<file path="src/hdl/tdl_pkg.sv">
// types, register indexes and constants shared by the thermostat blocks
package tdl_pkg;

	localparam int TIME_BITS       = 32;
	localparam int TEMP_BITS       = 12;
	localparam int BAND_BITS       = 8;
	localparam int LOCKOUT_BITS    = 24;
	localparam int DANGER_BITS     = 16;
	localparam int DANGER_THR_BITS = 26;
	localparam int CFG_IDX_BITS    = 3;
	localparam int CFG_DATA_BITS   = 24;
	localparam int MODE_BITS       = 3;
	localparam int MS_PER_S        = 1000;
	localparam int LEFT_FLOOR_MS   = 1000;

	localparam logic [CFG_IDX_BITS-1:0] REG_SETPOINT    = 3'd0;
	localparam logic [CFG_IDX_BITS-1:0] REG_DEADBAND    = 3'd1;
	localparam logic [CFG_IDX_BITS-1:0] REG_HARM_MARGIN = 3'd2;
	localparam logic [CFG_IDX_BITS-1:0] REG_LOCKOUT_MS  = 3'd3;
	localparam logic [CFG_IDX_BITS-1:0] REG_DANGER_S    = 3'd4;

	localparam logic [MODE_BITS-1:0] MODE_REST       = 3'd0;
	localparam logic [MODE_BITS-1:0] MODE_HEAT       = 3'd1;
	localparam logic [MODE_BITS-1:0] MODE_CHILL      = 3'd2;
	localparam logic [MODE_BITS-1:0] MODE_HEAT_WARN  = 3'd3;
	localparam logic [MODE_BITS-1:0] MODE_CHILL_WARN = 3'd4;

	localparam logic signed [TEMP_BITS-1:0] SETPOINT_RST    = 12'sd400;
	localparam logic [BAND_BITS-1:0]        DEADBAND_RST    = 8'd8;
	localparam logic [BAND_BITS-1:0]        HARM_MARGIN_RST = 8'd24;
	localparam logic [LOCKOUT_BITS-1:0]     LOCKOUT_MS_RST  = 24'd60000;
	localparam logic [DANGER_BITS-1:0]      DANGER_S_RST    = 16'd7200;

	typedef struct packed {
		logic signed [TEMP_BITS-1:0] sample;
		logic [TIME_BITS-1:0]        now_ms;
	} item_t;

	typedef struct packed {
		logic [MODE_BITS-1:0] mode;
		logic                 heater_on;
		logic                 chiller_on;
		logic                 harmful;
		logic [TIME_BITS-1:0] lockout_left_ms;
		logic [TIME_BITS-1:0] last_change_ms;
	} result_t;

	// danger_thr holds (danger_seconds + 1) * 1000: elapsed / 1000 > s <=> elapsed >= thr
	typedef struct packed {
		logic signed [TEMP_BITS-1:0] setpoint;
		logic [BAND_BITS-1:0]        deadband;
		logic [BAND_BITS-1:0]        harm_margin;
		logic [LOCKOUT_BITS-1:0]     lockout_ms;
		logic [DANGER_THR_BITS-1:0]  danger_thr;
	} cfg_t;

	function automatic logic [DANGER_THR_BITS-1:0] danger_thr(
		input logic [DANGER_BITS-1:0] secs
	);
		logic [DANGER_THR_BITS-1:0] s1;
		s1 = DANGER_THR_BITS'(secs) + DANGER_THR_BITS'(1);
		return s1 * DANGER_THR_BITS'(MS_PER_S);
	endfunction

endpackage

</file>
<file path="src/hdl/tdl_cfg.sv">
// configuration register file
module tdl_cfg (
	input  logic                                 clk,
	input  logic                                 arst_n,
	input  logic                                 cfg_valid,
	input  logic [tdl_pkg::CFG_IDX_BITS-1:0]     cfg_index,
	input  logic [tdl_pkg::CFG_DATA_BITS-1:0]    cfg_data,
	output tdl_pkg::cfg_t                        cfg
);
	import tdl_pkg::*;

	cfg_t cfg_q;

	always_ff @(posedge clk or negedge arst_n) begin
		if (!arst_n) begin
			cfg_q.setpoint    <= SETPOINT_RST;
			cfg_q.deadband    <= DEADBAND_RST;
			cfg_q.harm_margin <= HARM_MARGIN_RST;
			cfg_q.lockout_ms  <= LOCKOUT_MS_RST;
			cfg_q.danger_thr  <= danger_thr(DANGER_S_RST);
		end else if (cfg_valid) begin
			case (cfg_index)
				REG_SETPOINT: begin
					cfg_q.setpoint <= cfg_data[TEMP_BITS-1:0];
				end
				REG_DEADBAND: begin
					cfg_q.deadband <= cfg_data[BAND_BITS-1:0];
				end
				REG_HARM_MARGIN: begin
					cfg_q.harm_margin <= cfg_data[BAND_BITS-1:0];
				end
				REG_LOCKOUT_MS: begin
					cfg_q.lockout_ms <= cfg_data[LOCKOUT_BITS-1:0];
				end
				REG_DANGER_S: begin
					cfg_q.danger_thr <= danger_thr(cfg_data[DANGER_BITS-1:0]);
				end
				default: begin
				end
			endcase
		end
	end

	assign cfg = cfg_q;

endmodule

</file>
<file path="src/hdl/tdl_core.sv">
// mode decision, lockout and dwell state, result computation
module tdl_core (
	input  logic              clk,
	input  logic              arst_n,
	input  logic              advance,
	input  tdl_pkg::item_t    item_s1,
	input  tdl_pkg::cfg_t     cfg,
	output tdl_pkg::result_t  result_d
);
	import tdl_pkg::*;

	localparam int TW = TEMP_BITS + 2;

	logic [MODE_BITS-1:0] mode_q;
	logic [TIME_BITS-1:0] lockout_end_q;
	logic [TIME_BITS-1:0] last_change_q;

	logic signed [TW-1:0] t, sp, db, hm;
	logic signed [TW-1:0] band_hi, band_lo, harm_hi, harm_lo;
	logic [TIME_BITS-1:0] now, elapsed, end_new, floor_t;
	logic                 go_chill, go_heat, blocked, already, change, over;
	logic [MODE_BITS-1:0] target, mode_n;
	logic [TIME_BITS-1:0] end_n, last_n;

	always_comb begin
		t  = {{2{item_s1.sample[TEMP_BITS-1]}}, item_s1.sample};
		sp = {{2{cfg.setpoint[TEMP_BITS-1]}}, cfg.setpoint};
		db = TW'(cfg.deadband);
		hm = TW'(cfg.harm_margin);
		band_hi = sp + db;
		band_lo = sp - db;
		harm_hi = sp + hm;
		harm_lo = sp - hm;
		now = item_s1.now_ms;

		go_chill = (t >= band_hi);
		go_heat  = !go_chill && (t < band_lo);
		if (go_chill) begin
			target  = MODE_CHILL;
			already = (mode_q == MODE_CHILL) || (mode_q == MODE_CHILL_WARN);
		end else if (go_heat) begin
			target  = MODE_HEAT;
			already = (mode_q == MODE_HEAT) || (mode_q == MODE_HEAT_WARN);
		end else begin
			target  = MODE_REST;
			already = (mode_q == MODE_REST);
		end

		blocked = (lockout_end_q > now);
		change  = !blocked && !already;

		// a fresh change has zero elapsed time, so only a held mode can escalate
		elapsed = now - last_change_q;
		over    = (elapsed >= TIME_BITS'(cfg.danger_thr));
		mode_n  = change ? target : mode_q;
		if (!change && over && (mode_q == MODE_HEAT)) begin
			mode_n = MODE_HEAT_WARN;
		end else if (!change && over && (mode_q == MODE_CHILL)) begin
			mode_n = MODE_CHILL_WARN;
		end

		end_new = now + TIME_BITS'(cfg.lockout_ms);
		end_n   = change ? end_new : lockout_end_q;
		last_n  = change ? now : last_change_q;
		floor_t = now + TIME_BITS'(LEFT_FLOOR_MS);

		result_d.mode            = mode_n;
		result_d.heater_on       = (mode_n == MODE_HEAT) || (mode_n == MODE_HEAT_WARN);
		result_d.chiller_on      = (mode_n == MODE_CHILL) || (mode_n == MODE_CHILL_WARN);
		result_d.harmful         = (t >= harm_hi) || (t <= harm_lo);
		result_d.lockout_left_ms = (end_n > floor_t) ? (end_n - now) : '0;
		result_d.last_change_ms  = last_n;
	end

	always_ff @(posedge clk or negedge arst_n) begin
		if (!arst_n) begin
			mode_q        <= MODE_REST;
			lockout_end_q <= '0;
			last_change_q <= '0;
		end else if (advance) begin
			mode_q        <= mode_n;
			lockout_end_q <= end_n;
			last_change_q <= last_n;
		end
	end

endmodule

</file>
<file path="src/hdl/thermostat_deadband_lockout.sv">
// Heat / chill / rest thermostat with deadband, mode-change lockout and dwell
// warning. One temperature item is taken per clock while item_stall is low. Each
// result passes through the input register, then the result register, and is
// offered once loaded there; the rate of one item per cycle is set by the
// update of the mode, lockout-end and last-change registers on the edge that loads the result. A finished
// result waiting under stall leaves room for one more item in the input
// register. cfg_ready is always high; registers are to be written only while
// no item is in flight.
module thermostat_deadband_lockout (
	input  logic                               clk,
	input  logic                               arst_n,
	input  logic                               item_valid,
	output logic                               item_stall,
	input  tdl_pkg::item_t                     item,
	output logic                               result_valid,
	input  logic                               result_stall,
	output tdl_pkg::result_t                   result,
	input  logic                               cfg_valid,
	output logic                               cfg_ready,
	input  logic [tdl_pkg::CFG_IDX_BITS-1:0]   cfg_index,
	input  logic [tdl_pkg::CFG_DATA_BITS-1:0]  cfg_data
);
	import tdl_pkg::*;

	cfg_t    cfg;
	item_t   item_s1;
	logic    valid_s1;
	result_t result_d;
	result_t result_q;
	logic    result_valid_q;
	logic    out_load, advance, take_in;

	assign cfg_ready  = 1'b1;
	assign out_load   = !result_valid_q || !result_stall;
	assign advance    = valid_s1 && out_load;
	assign item_stall = valid_s1 && !out_load;
	assign take_in    = item_valid && !item_stall;

	tdl_cfg u_cfg (
		.clk       (clk),
		.arst_n    (arst_n),
		.cfg_valid (cfg_valid),
		.cfg_index (cfg_index),
		.cfg_data  (cfg_data),
		.cfg       (cfg)
	);

	tdl_core u_core (
		.clk      (clk),
		.arst_n   (arst_n),
		.advance  (advance),
		.item_s1  (item_s1),
		.cfg      (cfg),
		.result_d (result_d)
	);

	always_ff @(posedge clk or negedge arst_n) begin
		if (!arst_n) begin
			valid_s1       <= 1'b0;
			result_valid_q <= 1'b0;
		end else begin
			valid_s1 <= take_in || (valid_s1 && !advance);
			if (out_load) begin
				result_valid_q <= advance;
			end
		end
	end

	// payload registers
	always_ff @(posedge clk) begin
		if (take_in) begin
			item_s1 <= item;
		end
		if (advance) begin
			result_q <= result_d;
		end
	end

	assign result_valid = result_valid_q;
	assign result       = result_q;

endmodule

</file>
<file path="config.mk">
export PLATFORM = sky130hd
export DESIGN_NAME = thermostat_deadband_lockout
export DESIGN_NICKNAME = d
export VERILOG_FILES = /design/src/hdl/tdl_pkg.sv /design/src/hdl/tdl_cfg.sv /design/src/hdl/tdl_core.sv /design/src/hdl/thermostat_deadband_lockout.sv
export SDC_FILE = /design/constraint.sdc
export NUM_CORES = 1
export LEC_CHECK = 0
export CORE_MARGIN = 2
export CORE_UTILIZATION = 65
export DETAILED_ROUTE_END_ITERATION = 8
export DONT_BUFFER_PORTS = 1
export GPL_TIMING_DRIVEN = 0
export PLACE_DENSITY_LB_ADDON = 0.08
export SETUP_SLACK_MARGIN = 0.3
export SYNTH_ARGS = -nofsm -noshare
export SYNTH_HDL_FRONTEND = slang
export SYNTH_SLANG_ARGS = --single-unit
export TNS_END_PERCENT = 100
</file>
<file path="constraint.sdc">
create_clock -name clk -period 8.7 [get_ports clk]
set_input_delay 0.87 -clock clk [delete_from_list [all_inputs] [get_ports clk]]
set_output_delay 0.87 -clock clk [all_outputs]
set_load 0.05 [all_outputs]
</file>
* Yosys cells after proc, flatten, opt, wreduce, memory -nomap -nowiden
Cells that the tools add are included.
** Word-level totals
- Flip-flop bits (word level) :: 258
- Logic and storage cells :: 88
** Operators by class
- Add/subtract/negate cells :: 9
- Multipliers :: 1
- Order comparisons :: 7
- Eq/ne operators :: 12
- Multiplexer cells :: 9
- Reduce and logical (&&, ||, !) cells :: 32
** Operator list (count)
- $gt A32 B32 Y1 :: 2
- $mux W32 :: 2
- $sub A32 B32 Y32 :: 2
- $add A32 B10 Y32 const B :: 1
- $add A32 B24 Y32 :: 1
- $ge A32 B26 Y1 :: 1
- $add A12 B9 Y13 :: 2
- $ge A12 B13 Y1 :: 2
- $mul A26 B7 Y23 const B :: 1
- $sub A12 B9 Y13 :: 2
- $eq A3 B2 Y1 const B :: 6
- $add A16 B1 Y17 const B :: 1
- $le A12 B13 Y1 :: 1
- $lt A12 B13 Y1 :: 1
- $mux W3 :: 4
- $reduce_and A2 Y1 :: 5
- $eq A3 B1 Y1 const B :: 3
- $eq A3 B3 Y1 const B :: 3
- $logic_and A1 B1 Y1 :: 9
- $logic_not A1 Y1 :: 9
- $logic_or A1 B1 Y1 :: 7
- $logic_not A3 Y1 :: 2
- $mux W1 :: 3

* Longest topological paths before layout
- Depth in word-level cells :: 15
- Depth in mapped cells :: 36

* Modules after synthesis
A second synthesis with hierarchy kept.
** Unflattened totals
- Cells, all modules :: 2415
- Area, all modules :: 22649.2 um^2
** Modules (own cells, without submodules)
- tdl_core :: times used 1, cells each 1730, area each 13147.6 um^2
- tdl_cfg :: times used 1, cells each 561, area each 5974.5 um^2
- thermostat_deadband_lockout :: times used 1, cells each 124, area each 3527.1 um^2

* Worst setup path before layout
Ideal clock, no wire load.
- Path kind :: register to register
- From :: register u_cfg.cfg_q, in the netlist u_cfg.cfg[68]
- To :: register result_q, in the netlist result[63], data pin
- Arrival :: 6833 ps
- Setup slack :: 1605 ps
- Stages on the path, launching flop included :: 34
- Path buffers :: 3
- Clock period less this slack :: 7095 ps
- Cells stage by stage :: dfrtp_1 > ha_1 > nor2b_1 > o21ai_0 > a21oi_1 > o21ai_0 > nand2b_1 > a21o_1 > a21oi_1 > nand2_1 > xor2_1 > ha_1 > a21o_1 > a211oi_1 > nand3_1 > o21a_1 > o2111a_1 > a311oi_4 > and2_1 > buf_6 > buf_6 > buf_4 > mux2_1 > ha_1 > a21o_1 > a21o_1 > a211o_1 > or3_1 > o2111ai_1 > o31a_1 > o311ai_0 > nand2_1 > nor2_1 > mux2_1
** Between the ends
- Longest elaborated chain between the ends :: 10
- Elaborated cells on any way between the ends :: 13
- Those cells by class :: add/sub (3); order compare (3); mux (3); reduce/logical (4)
** Ends and longest elaborated chain
- start: declaration :: RTL line tdl_cfg.sv:12 : cfg_t cfg_q;
- $add A12 B9 Y13 :: RTL line tdl_core.sv:30 : band_hi = sp + db;
- $ge A12 B13 Y1 :: RTL line tdl_core.sv:36 : go_chill = (t >= band_hi);
- $logic_not A1 Y1 :: RTL line tdl_core.sv:37 : go_heat = !go_chill && (t < band_lo);
- $logic_and A1 B1 Y1 :: RTL line tdl_core.sv:37
- $mux W1 :: RTL line tdl_core.sv:41 : end else if (go_heat) begin
- $mux W1 * :: RTL line tdl_core.sv:38 : if (go_chill) begin
- $logic_not A1 Y1 * :: RTL line tdl_core.sv:50 : change = !blocked && !already;
- $logic_and A1 B1 Y1 * :: RTL line tdl_core.sv:50
- $mux W32 * :: RTL line tdl_core.sv:63 : end_n = change ? end_new : lockout_end_q;
- via u_core.end_n[10] :: RTL line tdl_core.sv:23 : logic [TIME_BITS-1:0] end_n, last_n;
- $sub A32 B32 Y32 / $gt A32 B32 Y1 (equally long branches) :: RTL line tdl_core.sv:71 : result_d.lockout_left_ms = (end_n > floor_t) ? (end_n - now) : '0;
- end signal: assignment :: RTL line thermostat_deadband_lockout.sv:75 : result_q <= result_d;
- end: declaration :: RTL line thermostat_deadband_lockout.sv:29 : result_t result_q;
The timed path passes the listed nets; every way through them passes the cells marked *.
A chain may end at the register's enable or synchronous reset.

* Worst setup path after layout
- From :: register u_cfg.cfg_q, in the netlist u_cfg.cfg[59]
- To :: register result_q, in the netlist result[63], data pin
The elaborated chain is that of the path after synthesis.

==> impl_results.md <==
* Status: finished clean
* Setup crit end kind: register
* Initial DRT Pass Iterations at 5
* Clock sink total at 258
* Port Buffers at 0
* I/O pins at 149
* First-pass GRT wire length at 91.5 mm
* Core box area at 33,600 sq um
* Area contributors post-synth: ha_1 (17%), edfxtp_1 (15%), dfrtp_1 (13%)
* Top-count cell post-synth: ha_1
* Peak supply drop at 0.000299 V
* Final hold vios at 0
* Sequential share of the synthesized area at 0.317
* R2R Path Start: u_cfg.cfg[59]
* Pin slew with the least headroom to its limit at 1030 ps
* Top post-synthesis cells by count: ha_1 (305), inv_1 (217), a21oi_1 (135)
* Largest area contributor in the netlist: ha_1
* Critical Path Start Type: register
* CTS tree: done
* DP HPWL at 45.4 mm
* Lkg Pwr at 0.0108 uW
* Total Wirelength at 57.7 mm
* Post-Syn Nets at 2,709
* CP Class: register to register
* Cts bufs inserted at 28
* Gpl congestion at 0.953
* Die area at 35,800 sq um
* Fillers at 2,482
* Primary FF master, synth: dfrtp_1
* Comb pwr share at 0.624
* DIE HEIGHT at 189 microns
* Crit-path slowest cell: dfrtp_1
* Share of cells above drive strength 1 at 0.103
* Die width at 189 microns
* Crit. Startpoint: u_cfg.cfg[59]
* Global Route Usage Sum at 0.325
* Power Dens Cells at 436 nW/um^2
* Final Slew Violations at 0
* CP top delay family: compound AO/OA/AOI/OAI gates
* Layout area overhead at 7.99%
* Minimum clock period at 8010 ps
* CP Depth at 36
* Worst path arrival time at 8330 ps
* Initial Util at 0.663
* # rows at 67
* Worst-Skew Late Latency at 570 ps
* Switching share of power at 0.479
* Vias after detailed routing at 17,200
* DRT antenna net count at 0
* Clock Skew at 10.7 ps
* Worst min path class: primary input to async pin
* Number of synthesized register bits at 258
* CTS Buffer Depth at 3
* Largest net degree at the start of global routing at 91
* Routed len/inst at 20.8 microns
* DRT iter0 DRCs at 1,165
* H-Tree Level Count at 1
* Final setup TNS at 0 ps
* Syn_area_per_cell at 9.84 sq um
* Post-synth cell types at 77
* DRC errors left at 0
* R2R cell count at 36
* Nets at 2,752
* RSZ-0062 raised after global routing: no
* Setup Viol. Count Final at 0
* CTS root buf: clkbuf_16
* Synthesized instance count at 2,264
* CP bufs+invs at 5
* Placed cell count at 2,715
* Worst slew margin at 0.305
* Clock power share at 0.121
* Number of flops mapped to enable cells by yosys at 114
* Via density at 6.19
* CP max FO at 10
* Post-route insts no fill at 2,779
* Crit-path max cell delay at 410 ps
* Synth Warn # at 0
* Clock-pin slew on the worst setup and hold paths at 60 ps
* Internal power at 5460 uW
* Psw at 5020 uW
* Fmax at 0.125 GHz
* Required time of the critical path at 9010 ps
* Asr flop ratio synth at 0.558
* Final worst-path cycle share at 0.921
* Max-cap viol count at 0
* Area share of the largest cell type after synthesis at 0.171
* Vias in the first global route at 17,300
* Initial antenna violation count at 3
* Flop pwr share at 0.255
* GRT overflow at 0
* Mapped cell area at 22,300 sq um
-- area by class of cell --
type                       count  area (sq um)  share of cell area
clock buffer                  34           790              0.0328
multi-input combinational   1733         14200               0.591
sequential                   258          7060               0.293
antenna                        2          5.00            0.000208
clock inverter                18           189             0.00785
inverter                     218           818              0.0340
timing repair buffer          13           143             0.00593
buffer                        55           268              0.0111
tap                          448           561              0.0233
-- worst paths after layout --
kind / to / slack (ps)
worst max-delay path: result[63] / 690
worst min-delay path: u_cfg.cfg[9] / 30
worst max register to register: result[63] / 690
worst min register to register: u_cfg.cfg[10] / 480
max in group asynchronous: u_core.lockout_end_q[1] / 7260
min in group clk: item_s1[13] / 400
-- metrics by stage --
| stage | instance area (sq um) | power (uW) | utilization | hold slack [ps] | setup slack (ps) |
|---|---|---|---|---|---|
| floorplan | 22300 | 7500 | - | 450 | 1600 |
| global placement | 22800 | 8760 | 0.679 | 463 | -449 |
| detailed placement | 22900 | 8970 | 0.681 | 471 | -594 |
| CTS | 24000 | 10300 | 0.713 | 3.67 | 351 |
| global route | 24100 | 11300 | 0.716 | 0.398 | 314 |
| finish | 24100 | 10500 | 0.716 | 33.8 | 686 |
-- power by group through the flow --
| stage | Clock (uW) | Combinational, uW | Sequential (uW) |
|---|---|---|---|
| after global routing | 1320 | 7290 | 2720 |
| final | 1260 | 6540 | 2670 |
| after CTS | 1270 | 6410 | 2670 |
| after detailed placement | 0 | 6280 | 2690 |
| after floorplan | 0 | 4920 | 2590 |
| after global placement | 0 | 6090 | 2670 |
-- registers in the layout, indices dropped and copies added (netlist names) --
| name | count |
|---|---|
| u_cfg.cfg | 75 |
| result | 70 |
| item_s1 | 44 |
| u_core.last_change_q | 32 |
| u_core.lockout_end_q | 32 |
| u_core.mode_q | 3 |
| result_valid | 1 |
| valid_s1 | 1 |
-- layout by cell type, fill, tap and decap left out, drive strengths merged, types with 34 or more instances in the layout --
| cell type | count |
|---|---|
| xor2 | 54 |
| edfxtp | 114 |
| ha | 305 |
| nor2 | 133 |
| nand2 | 107 |
| mux2 | 129 |
| o21a | 34 |
| o21ai | 160 |
| a21oi | 135 |
| clkbuf | 77 |
| nor2b | 35 |
| fa | 64 |
| dfrtp | 119 |
| nand3 | 76 |
| inv | 222 |
| xnor2 | 130 |
| a21o | 75 |
-- routing by layer --
metal  up-vias  track usage  part of all wire
met5         -            0           0.00023
met1      8368        0.415              0.41
li1       8183            -                 -
met2       533        0.574              0.50
met3       103       0.0423             0.063
met4         2       0.0992             0.028
-- timing repair --
action	in CTS	in global routing
cloned	0	0
setup endpoints to repair	32	32
buffers inserted	3	3
hold buffers	3	1
pin swaps	1	2
gates resized for setup	11	17
endpoints found under the hold margin	39	2
-- kinds of logic (layout without fill, tap and decap cells) --
family	Yosys count	after routing	share of synthesized area
buffers and inverters	273	338	0.0481
other	1	3	0.000168
flip-flops	258	258	0.317
XOR/XNOR	184	184	0.0723
adder cells (fa/ha/maj)	369	369	0.229
AND/OR/NAND/NOR	507	507	0.112
AO/OA/AOI/OAI	540	540	0.154
multiplexers	132	132	0.0687
(Power assumes the default switching activity.)
